[src/rtl/dl2_pkg.sv]
`default_nettype none
package dl2_pkg;

    localparam int FRACTION_BITS_DEF        = 50;
    localparam int SQUARE_FRACTION_BITS_DEF = 62;

    localparam int MANT_W  = 52;
    localparam int EXP_W   = 11;
    localparam int BIAS    = 1023;
    localparam int SPLIT_W = 32;

    localparam logic [EXP_W-1:0] EXP_ALL_ONES   = 11'h7FF;
    localparam logic [63:0]      NEG_INF_BITS   = 64'hFFF0_0000_0000_0000;
    localparam logic [63:0]      CANON_NAN_BITS = 64'h7FF8_0000_0000_0000;

    // side information that travels with each beat through the pipeline
    typedef struct packed {
        logic              spec;
        logic [63:0]       spec_bits;
        logic [EXP_W-1:0]  ef;
    } t_side;

endpackage
`default_nettype wire

[src/rtl/dl2_pack.sv]
`default_nettype none
module dl2_pack #(
    parameter int FRACTION_BITS = dl2_pkg::FRACTION_BITS_DEF
) (
    input  wire logic                       i_clk,
    input  wire logic                       i_rst_n,
    input  wire logic                       i_en,
    input  wire logic                       i_vld,
    input  wire logic [FRACTION_BITS-1:0]   i_f,
    input  wire dl2_pkg::t_side             i_side,
    output logic                            o_vld,
    output logic [63:0]                     o_bits
);

    localparam int EW  = dl2_pkg::EXP_W;
    localparam int M   = FRACTION_BITS + EW;
    localparam int LZW = $clog2(M);
    localparam int KW  = dl2_pkg::MANT_W + 1;

    localparam logic [EW-1:0] BIAS_E = EW'(dl2_pkg::BIAS);
    localparam logic [EW-1:0] EXP_TOP = EW'(dl2_pkg::BIAS + M - 1 - FRACTION_BITS);

    // stage 1: fixed-point magnitude of e + f
    logic                   n1_neg;
    logic [EW-1:0]          n1_a;
    logic [FRACTION_BITS-1:0] n1_b;
    logic [M-1:0]           n1_mag;
    dl2_pkg::t_side         n1_side;

    logic                   r1_vld;
    logic                   r1_neg;
    logic [M-1:0]           r1_mag;
    dl2_pkg::t_side         r1_side;

    always_comb begin
        n1_neg  = i_side.ef < BIAS_E;
        n1_side = i_side;
        if (!n1_neg) begin
            n1_a = i_side.ef - BIAS_E;
            n1_b = i_f;
        end else if (i_f == '0) begin
            n1_a = BIAS_E - i_side.ef;
            n1_b = '0;
        end else begin
            n1_a = BIAS_E - i_side.ef - EW'(1);
            n1_b = '0 - i_f;
        end
        n1_mag = {n1_a, n1_b};
        // exact one gives plus zero
        if (!i_side.spec && n1_mag == '0) begin
            n1_side.spec      = 1'b1;
            n1_side.spec_bits = '0;
        end
    end

    always_ff @(posedge i_clk) begin
        if (!i_rst_n) begin
            r1_vld <= 1'b0;
        end else if (i_en) begin
            r1_vld <= i_vld;
        end
    end

    always_ff @(posedge i_clk) begin
        if (i_en) begin
            r1_neg  <= n1_neg;
            r1_mag  <= n1_mag;
            r1_side <= n1_side;
        end
    end

    // stage 2: leading zero count
    logic [LZW-1:0]         n2_lz;
    logic                   r2_vld;
    logic                   r2_neg;
    logic [M-1:0]           r2_mag;
    logic [LZW-1:0]         r2_lz;
    dl2_pkg::t_side         r2_side;

    always_comb begin
        n2_lz = '0;
        for (int i = 0; i < M; i++) begin
            if (r1_mag[i]) begin
                n2_lz = LZW'(M - 1 - i);
            end
        end
    end

    always_ff @(posedge i_clk) begin
        if (!i_rst_n) begin
            r2_vld <= 1'b0;
        end else if (i_en) begin
            r2_vld <= r1_vld;
        end
    end

    always_ff @(posedge i_clk) begin
        if (i_en) begin
            r2_neg  <= r1_neg;
            r2_mag  <= r1_mag;
            r2_lz   <= n2_lz;
            r2_side <= r1_side;
        end
    end

    // stage 3: normalize
    logic                   r3_vld;
    logic                   r3_neg;
    logic [M-1:0]           r3_norm;
    logic [EW-1:0]          r3_exp;
    dl2_pkg::t_side         r3_side;

    always_ff @(posedge i_clk) begin
        if (!i_rst_n) begin
            r3_vld <= 1'b0;
        end else if (i_en) begin
            r3_vld <= r2_vld;
        end
    end

    always_ff @(posedge i_clk) begin
        if (i_en) begin
            r3_neg  <= r2_neg;
            r3_norm <= r2_mag << r2_lz;
            r3_exp  <= EXP_TOP - EW'(r2_lz);
            r3_side <= r2_side;
        end
    end

    // stage 4: round to nearest even and pack
    logic [M+KW-1:0]        w_ext;
    logic [KW-1:0]          w_kept;
    logic                   w_guard;
    logic                   w_sticky;
    logic                   w_up;
    logic [KW:0]            w_sum;
    logic [EW-1:0]          w_exp;
    logic [63:0]            n4_bits;

    logic                   r4_vld;
    logic [63:0]            r4_bits;

    assign w_ext    = {r3_norm, {KW{1'b0}}};
    assign w_kept   = w_ext[M+KW-1 -: KW];
    assign w_guard  = w_ext[M-1];
    assign w_sticky = |w_ext[M-2:0];
    assign w_up     = w_guard && (w_sticky || w_kept[0]);
    assign w_sum    = {1'b0, w_kept} + (KW+1)'(w_up);
    assign w_exp    = r3_exp + EW'(w_sum[KW]);
    assign n4_bits  = r3_side.spec ? r3_side.spec_bits
                                   : {r3_neg, w_exp, w_sum[dl2_pkg::MANT_W-1:0]};

    always_ff @(posedge i_clk) begin
        if (!i_rst_n) begin
            r4_vld <= 1'b0;
        end else if (i_en) begin
            r4_vld <= r3_vld;
        end
    end

    always_ff @(posedge i_clk) begin
        if (i_en) begin
            r4_bits <= n4_bits;
        end
    end

    assign o_vld  = r4_vld;
    assign o_bits = r4_bits;

`ifndef NO_ASSERTIONS
    a_norm_msb: assert property (@(posedge i_clk) disable iff (!i_rst_n)
        r3_vld && !r3_side.spec |-> r3_norm[M-1])
        else $error("normalized magnitude lost its leading one");

    a_exp_range: assert property (@(posedge i_clk) disable iff (!i_rst_n)
        r3_vld && !r3_side.spec |-> r3_exp != '0 && r3_exp != dl2_pkg::EXP_ALL_ONES)
        else $error("result exponent out of normal range");

    a_hold: assert property (@(posedge i_clk) disable iff (!i_rst_n)
        !i_en |=> $stable(r4_bits) && $stable(r3_norm))
        else $error("pipeline moved while stalled");

    a_rst: assert property (@(posedge i_clk)
        !i_rst_n |=> !o_vld)
        else $error("valid beat right after reset");
`endif

endmodule
`default_nettype wire

[config.mk]
export PLATFORM = sky130hd
export DESIGN_NAME = dl2_pack
export DESIGN_NICKNAME = d
export VERILOG_FILES = /design/src/rtl/dl2_pkg.sv /design/src/rtl/dl2_pack.sv
export SDC_FILE = /design/constraint.sdc
export NUM_CORES = 1
export LEC_CHECK = 0
export CORE_MARGIN = 2
export CORE_UTILIZATION = 50
export DETAILED_ROUTE_END_ITERATION = 10
export DONT_BUFFER_PORTS = 1
export GPL_ROUTABILITY_DRIVEN = 0
export SKIP_CTS_REPAIR_TIMING = 1
export SLEW_MARGIN = 5
export SYNTH_ARGS = -nofsm -noshare
export SYNTH_HDL_FRONTEND = slang
export SYNTH_SLANG_ARGS = --single-unit
[constraint.sdc]
create_clock -name i_clk -period 4.1 [get_ports i_clk]
set_input_delay 0.615 -clock i_clk [delete_from_list [all_inputs] [get_ports i_clk]]
set_output_delay 0.615 -clock i_clk [all_outputs]
set_load 0.01 [all_outputs]
# Word level (Yosys, flattened, before mapping)

Index checks and enable logic that the tools add are counted.

Word-level logic and storage cells: 110
Bits of input ports: 130
Flip-flop bits (word level): 466
Output and inout port bits: 65

Shift operators: 1
Magnitude comparators: 1
Muxes and demuxes: 65
Add/sub/neg operators: 7
Reduce and logical (&&, ||, !) cells: 12

Operators by type and width:

| kind                   | count |
|---|---|
| $mux 6                 | 29 |
| $mux 50                | 2 |
| $mux 5                 | 16 |
| $mux 64                | 1 |
| $logic_not 61->1       | 1 |
| $shl 61x6->61          | 1 |
| $add 53x1->54          | 1 |
| $logic_not 50->1       | 1 |
| $sub 1x50->50 const A  | 1 |
| $mux 4                 | 8 |
| $reduce_or 32->1       | 1 |
| $mux 11                | 2 |
| $reduce_or 16->1       | 1 |
| $mux 3                 | 4 |
| $add 11x1->11          | 1 |
| $lt 11x10->1 const B   | 1 |
| $sub 10x11->11 const A | 1 |
| $sub 11x1->11 const B  | 1 |
| $sub 11x10->11 const B | 1 |
| $sub 11x6->11 const A  | 1 |
| $reduce_or 8->1        | 1 |
| $reduce_or 7->1        | 1 |
| $mux 2                 | 2 |
| $reduce_or 4->1        | 1 |
| 5 further kinds        | 6 |

# Longest topological paths before layout

Depth after elaboration: 60
Mapped depth: 15
Depth with buffers taken out: 14

# Least setup slack after synthesis

Ideal clock, no wire load.

Path type: input -> register
From: input port i_f[0]
To: register r1_side[24] (netlist bit), data pin
Library setup time: 0.255 ns
Required time: 3.845 ns
Arrival: 3.531 ns
Path buffers: 2
Cell stages on the path: 13
Setup slack: 0.315 ns
Path through: inv_1 -> ha_1 -> nor3b_1 -> nand4_2 -> or4b_1 -> o21ai_2 -> a21oi_1 -> xnor2_1 -> nor4_1 -> o2111ai_1 -> buf_4 -> buf_6 -> and2_1

Longest elaborated chain between the ends: 5
Elaborated cells on any way between the ends: 8
Classes of those cells: add/sub (1); mux (4); reduce/logical (3)

RTL lines:

| what                 | line           | source |
|---|---|---|
| start, declared      | dl2_pack.sv:9  | `input wire logic [FRACTION_BITS-1:0] i_f,` |
| $logic_not 50->1     | dl2_pack.sv:41 | `end else if (i_f == '0) begin` |
| $mux 11              | dl2_pack.sv:41 |  |
| $mux 11              | dl2_pack.sv:38 | `if (!n1_neg) begin` |
| via n1_a[6]          | dl2_pack.sv:25 | `logic [EW-1:0] n1_a;` |
| $logic_not 61->1     | dl2_pack.sv:50 | `if (!i_side.spec && n1_mag == '0) begin` |
| $logic_and 1x1->1    | dl2_pack.sv:50 |  |
| end signal, assigned | dl2_pack.sv:68 | `r1_side <= n1_side;` |
| end, declared        | dl2_pack.sv:33 | `dl2_pkg::t_side r1_side;` |

The timed path passes the listed nets, and every way through them passes these cells.
A chain may end at the register's enable or synchronous reset.

# Worst setup path in the final report

From: input port i_f[22]
To: register r1_side[68] (netlist bit), data pin

Longest elaborated chain between the ends: 5
Elaborated cells on any way between the ends: 8
Classes of those cells: add/sub (1); mux (4); reduce/logical (3)

RTL lines:

| what                                                     | line |
|---|---|
| $sub 1x50->50 / $logic_not 50->1 (equally long branches) | dl2_pack.sv:46, dl2_pack.sv:41 |
| $mux 50 / $mux 11 (equally long branches)                | dl2_pack.sv:41 |
| $mux 50 / $mux 11 (equally long branches)                | dl2_pack.sv:38 |
| $logic_not 61->1 (*)                                     | dl2_pack.sv:50 |
| $logic_and 1x1->1 (*)                                    | dl2_pack.sv:50 |

Mark *: on every way between the ends. The rest lies on a longest branch, timed or not.

==> metrics list <==
- After detailed placement, the design holds a cell count of 2582.
- Vert. Die Dim: 221 um
* Area of the multi-input gates: 8870 um^2
- After technology mapping, the gate count stands at 2032.
* Synthesized area per cell: 11.5 um^2
- For this run, the leading register cell type out of synthesis is sky130_fd_sc_hd__edfxtp_1.
- Cell chosen for the clock root: sky130_fd_sc_hd__clkbuf_16
- After the last flow step, the layout net total stands at 2162.
* I/O Pins: 195
* Number of cells traversed by the worst register-to-register path: 15
- For this run, the number of Yosys warnings is 0.
* First-pass GRT wire length: 86000 um
* Final design instance area without fill: 25800 um^2
- DIE AREA: 48700 um^2
* Finished Layout Cells: 2669
- Startpoint type of the worst setup path: primary input
- The number of max-slew violations in the final report is 0.
* Areal power density over the cells: 437 nW/um^2
- Clock tree synthesis inserted a total of 48 buffers.
- During placement, the flow inserted port buffers numbering 0.
- Yosys cell types: 84
* Fraction of post-synthesis cell area in the top cell type by area: 59.1%
- The synthesized netlist occupies a cell area of 23500 um^2.
- Result of the run: finished clean
- Worst setup slack before clock tree synthesis: -76.6 ps
- The final hold violation count is 0.
* Peak supply drop: 0.339 mV
- Count of standard-cell rows: 79
* Worst r2r src: r3_norm[17]
- HPWL after detailed placement: 40500 um
* Number of synthesized register bits: 466
- Endpoint, Worst Hold: o_vld
* Via Count: 15856
* Worst r2r dst: o_bits[62]
- Asr flop ratio synth: 0%
* Final total power: 11300 uW
- Hold Path Class: in -> reg
- Slew at the pin with the worst max-slew slack: 1280 ps
- WL final: 56500 um
* Hold_sp: i_rst_n
- At the later pin of the worst-skew pair, clock insertion delay measures 580 ps.
- Largest net degree at the start of global routing: 467
- Layout-stage area growth over the synthesis result: 9.80%
* Slack of the worst reg-to-reg path: 470 ps
- Via/cell ratio: 5.94
* Htree depth: 2
- Fill cells in the final layout number 3947.
- For this run, the register share of the synthesized area comes to 59.5%.
- WP data arrival: 3980 ps
- Final period utilization: 89.3%
- Relative slew margins: 14.4%
* Initial Util: 50.5%
- The pre-antenna-repair detailed-routing pass consisted of 5 iterations.
- TritonCTS built the clock tree.
- Routed len/inst: 21.2 um
- Data on the critical path is required at its endpoint by 4420 ps.
* Sum of overflow across all layers after global routing: 0
* Register Area: 14000 um^2
- Setup clock skew after layout: 16.1 ps
- In this run the remaining antenna-violating nets after routing total 0.
- DRC violation count after routing: 0
* Iteration-0 DRC count of the detailed router: 1811
- In the final layout, the share of cells above drive strength 1 is 10.6%.
* Final WS setup: 438 ps
- CP Capture Type: register
- The clock passes through at most 3 buffers.
- The tool flagged a number of max-cap violations equal to 0.
* Placeable core region: 46500 um^2
- The number of nets in the synthesized netlist is 2169.
- The die is 221 um wide.
- Leakage power: 0.00890 uW
* Post-Place Cell Area: 24300 um^2
- Counting instances, the worst hold path has a depth of 1.
* RSZ-0062 raised after global routing: no
- Worst Setup Path Type: in -> reg
* Setup violation total in the final timing report: 0
- Post-layout min period: 3660 ps
* Initial antenna violation count: 0
- The repair_antennas step left the layout with diodes totalling 0.
- Number of global-route vias before repair: 14870
- Critical Path Fanout Max: 23
* Most area-hungry cell type in the Yosys netlist: sky130_fd_sc_hd__edfxtp_1
- Clock Sink Count: 466
- Global routing consumed, over all layers together, 23.1% of the routing resources.
* Number of enable-type register cells in the synthesized netlist: 462
* Max frequency: 0.273 GHz
- Biggest area contributors in the synthesized netlist: sky130_fd_sc_hd__edfxtp_1, sky130_fd_sc_hd__nand2_1, sky130_fd_sc_hd__mux4_2
- After clock tree synthesis, the clock-pin slew on the worst setup and hold paths is 60 ps.
==> metrics by stage <==
stage | utilization [%] | hold WS (ps) | setup TNS [ps]
final | 55.4 | 162 | 0
after floorplan | - | 400 | 0
after detailed placement | 52.2 | 405 | -2580
after CTS | 55.4 | 133 | 0
after global placement | 52.2 | 400 | 0
after global routing | 55.4 | 155 | 0
==> placed cells by master, fill, tap and decap left out, types with 7 or more instances in the layout <==
cell / netlist / final
sky130_fd_sc_hd__o22ai_1: 20 / 20
sky130_fd_sc_hd__a21oi_1: 84 / 84
sky130_fd_sc_hd__a31oi_1: 23 / 23
sky130_fd_sc_hd__nand3_1: 48 / 48
sky130_fd_sc_hd__clkbuf_1: 89 / 11
sky130_fd_sc_hd__o31ai_1: 22 / 22
sky130_fd_sc_hd__nand2_1: 295 / 295
sky130_fd_sc_hd__o21ai_0: 147 / 147
sky130_fd_sc_hd__nand2b_1: 8 / 8
sky130_fd_sc_hd__nand4_1: 20 / 20
sky130_fd_sc_hd__ha_1: 7 / 7
sky130_fd_sc_hd__a211oi_1: 14 / 14
sky130_fd_sc_hd__o211ai_1: 11 / 11
sky130_fd_sc_hd__clkinv_1: 2 / 12
sky130_fd_sc_hd__xnor2_1: 51 / 51
sky130_fd_sc_hd__nor2_1: 199 / 199
sky130_fd_sc_hd__buf_4: 1 / 57
sky130_fd_sc_hd__nor4_1: 26 / 25
sky130_fd_sc_hd__nor3_1: 49 / 49
sky130_fd_sc_hd__clkbuf_16: 0 / 49
sky130_fd_sc_hd__mux4_2: 49 / 49
sky130_fd_sc_hd__edfxtp_1: 462 / 462
sky130_fd_sc_hd__nor2b_1: 13 / 13
sky130_fd_sc_hd__mux2_2: 19 / 19
sky130_fd_sc_hd__mux2i_1: 47 / 47
sky130_fd_sc_hd__and2_1: 77 / 77
sky130_fd_sc_hd__or3_1: 16 / 16
sky130_fd_sc_hd__inv_1: 39 / 39
sky130_fd_sc_hd__and3_1: 19 / 19
sky130_fd_sc_hd__xor2_1: 41 / 41
==> critical path, cell delays in order <==
cell and delay [ps]:
sky130_fd_sc_hd__nor4_1 310, sky130_fd_sc_hd__buf_4 180, sky130_fd_sc_hd__nand3_1 110, sky130_fd_sc_hd__buf_4 220, sky130_fd_sc_hd__or3_1 520, sky130_fd_sc_hd__nor3_1 360, sky130_fd_sc_hd__o211a_1 270, sky130_fd_sc_hd__o2111ai_1 150
sky130_fd_sc_hd__nor4_1 430, sky130_fd_sc_hd__buf_4 200, sky130_fd_sc_hd__o2111ai_4 130, sky130_fd_sc_hd__buf_4 270, sky130_fd_sc_hd__and2_1 190
==> cells by family (layout without fill, tap and decap cells) <==
logic type / after synthesis / after routing / share of synthesized area [%]
muxes: 115 / 115 / 7.62
buffers and inverters: 161 / 191 / 2.82
adders and majority gates: 7 / 7 / 0.373
AOI/OAI and AO/OA: 380 / 380 / 9.79
and+or+nand+nor: 811 / 811 / 16.5
DFF: 466 / 466 / 59.5
xor gates and xnor gates: 92 / 92 / 3.43
==> per-layer routing <==
metal / up-vias / share of wire (%) / global-route usage [%]
met1: 7611 / 42 / 31.4
li1: 7543 / - / -
met4: 0 / 3.5 / 8.80
met5: - / 0 / 0
met3: 117 / 6.8 / 4.69
met2: 585 / 47 / 36.7
==> synth_stat cells, types with 7 or more instances <==
library cell / n
sky130_fd_sc_hd__o211ai_1: 11
sky130_fd_sc_hd__nand4_1: 20
sky130_fd_sc_hd__mux2_2: 19
sky130_fd_sc_hd__o31ai_1: 22
sky130_fd_sc_hd__clkbuf_1: 89
sky130_fd_sc_hd__a21oi_1: 84
sky130_fd_sc_hd__xnor2_1: 51
sky130_fd_sc_hd__nand2b_1: 8
sky130_fd_sc_hd__or3_1: 16
sky130_fd_sc_hd__nand3_1: 48
sky130_fd_sc_hd__a31oi_1: 23
sky130_fd_sc_hd__nor2b_1: 13
sky130_fd_sc_hd__buf_1: 16
sky130_fd_sc_hd__and2_1: 77
sky130_fd_sc_hd__and3_1: 19
sky130_fd_sc_hd__a211oi_1: 14
sky130_fd_sc_hd__xor2_1: 41
sky130_fd_sc_hd__mux4_2: 49
sky130_fd_sc_hd__nor4_1: 26
sky130_fd_sc_hd__inv_1: 39
sky130_fd_sc_hd__nand2_1: 295
sky130_fd_sc_hd__mux2i_1: 47
sky130_fd_sc_hd__nor2_1: 199
sky130_fd_sc_hd__buf_2: 7
sky130_fd_sc_hd__o22ai_1: 20
sky130_fd_sc_hd__edfxtp_1: 462
sky130_fd_sc_hd__nor3_1: 49
sky130_fd_sc_hd__ha_1: 7
sky130_fd_sc_hd__o21ai_0: 147
==> where the power goes <==
| part | total [uW] | switching, uW | internal (uW) | leakage (uW) |
|---|---|---|---|---|
| clock network | 4130 | 1750 | 2380 | 0.000709 |
| registers | 5990 | 272 | 5720 | 0.00458 |
| logic | 1130 | 654 | 472 | 0.00361 |
| total | 11300 | 2680 | 8580 | 0.00890 |
==> sequential cells by signal, summed over array words and instances, names as in the netlist <==
signal,count
r2_vld,1
r1_side,65
r3_neg,1
r2_mag,61
r1_neg,1
r3_vld,1
r3_norm,61
o_vld,1
r1_vld,1
r1_mag,61
o_bits,64
r2_side,65
r2_lz,6
r3_side,65
r2_neg,1
r3_exp,11
==> worst max-delay path by stage <==
stage | slack (ps) | to | startpoint
after floorplan | 310 | r1_side[24] | i_f[0]
after global placement | 30 | r1_side[21] | i_f[44]
after detailed placement | -80 | r1_side[22] | i_f[22]
after CTS | 330 | o_bits[62] | r3_norm[17]
after global routing | 170 | o_bits[62] | r3_norm[17]
final | 440 | r1_side[68] | i_f[22]
==> area by class of cell <==
type | count | area share [%]
Tap cell | 607 | 2.95
Multi-Input combinational cell | 1405 | 34.4
Clock buffer | 60 | 4.92
Clock inverter | 27 | 0.869
Sequential cell | 466 | 54.2
Inverter | 42 | 0.612
Timing Repair Buffer | 62 | 2.05
Power figures use the tool's default switching activity.
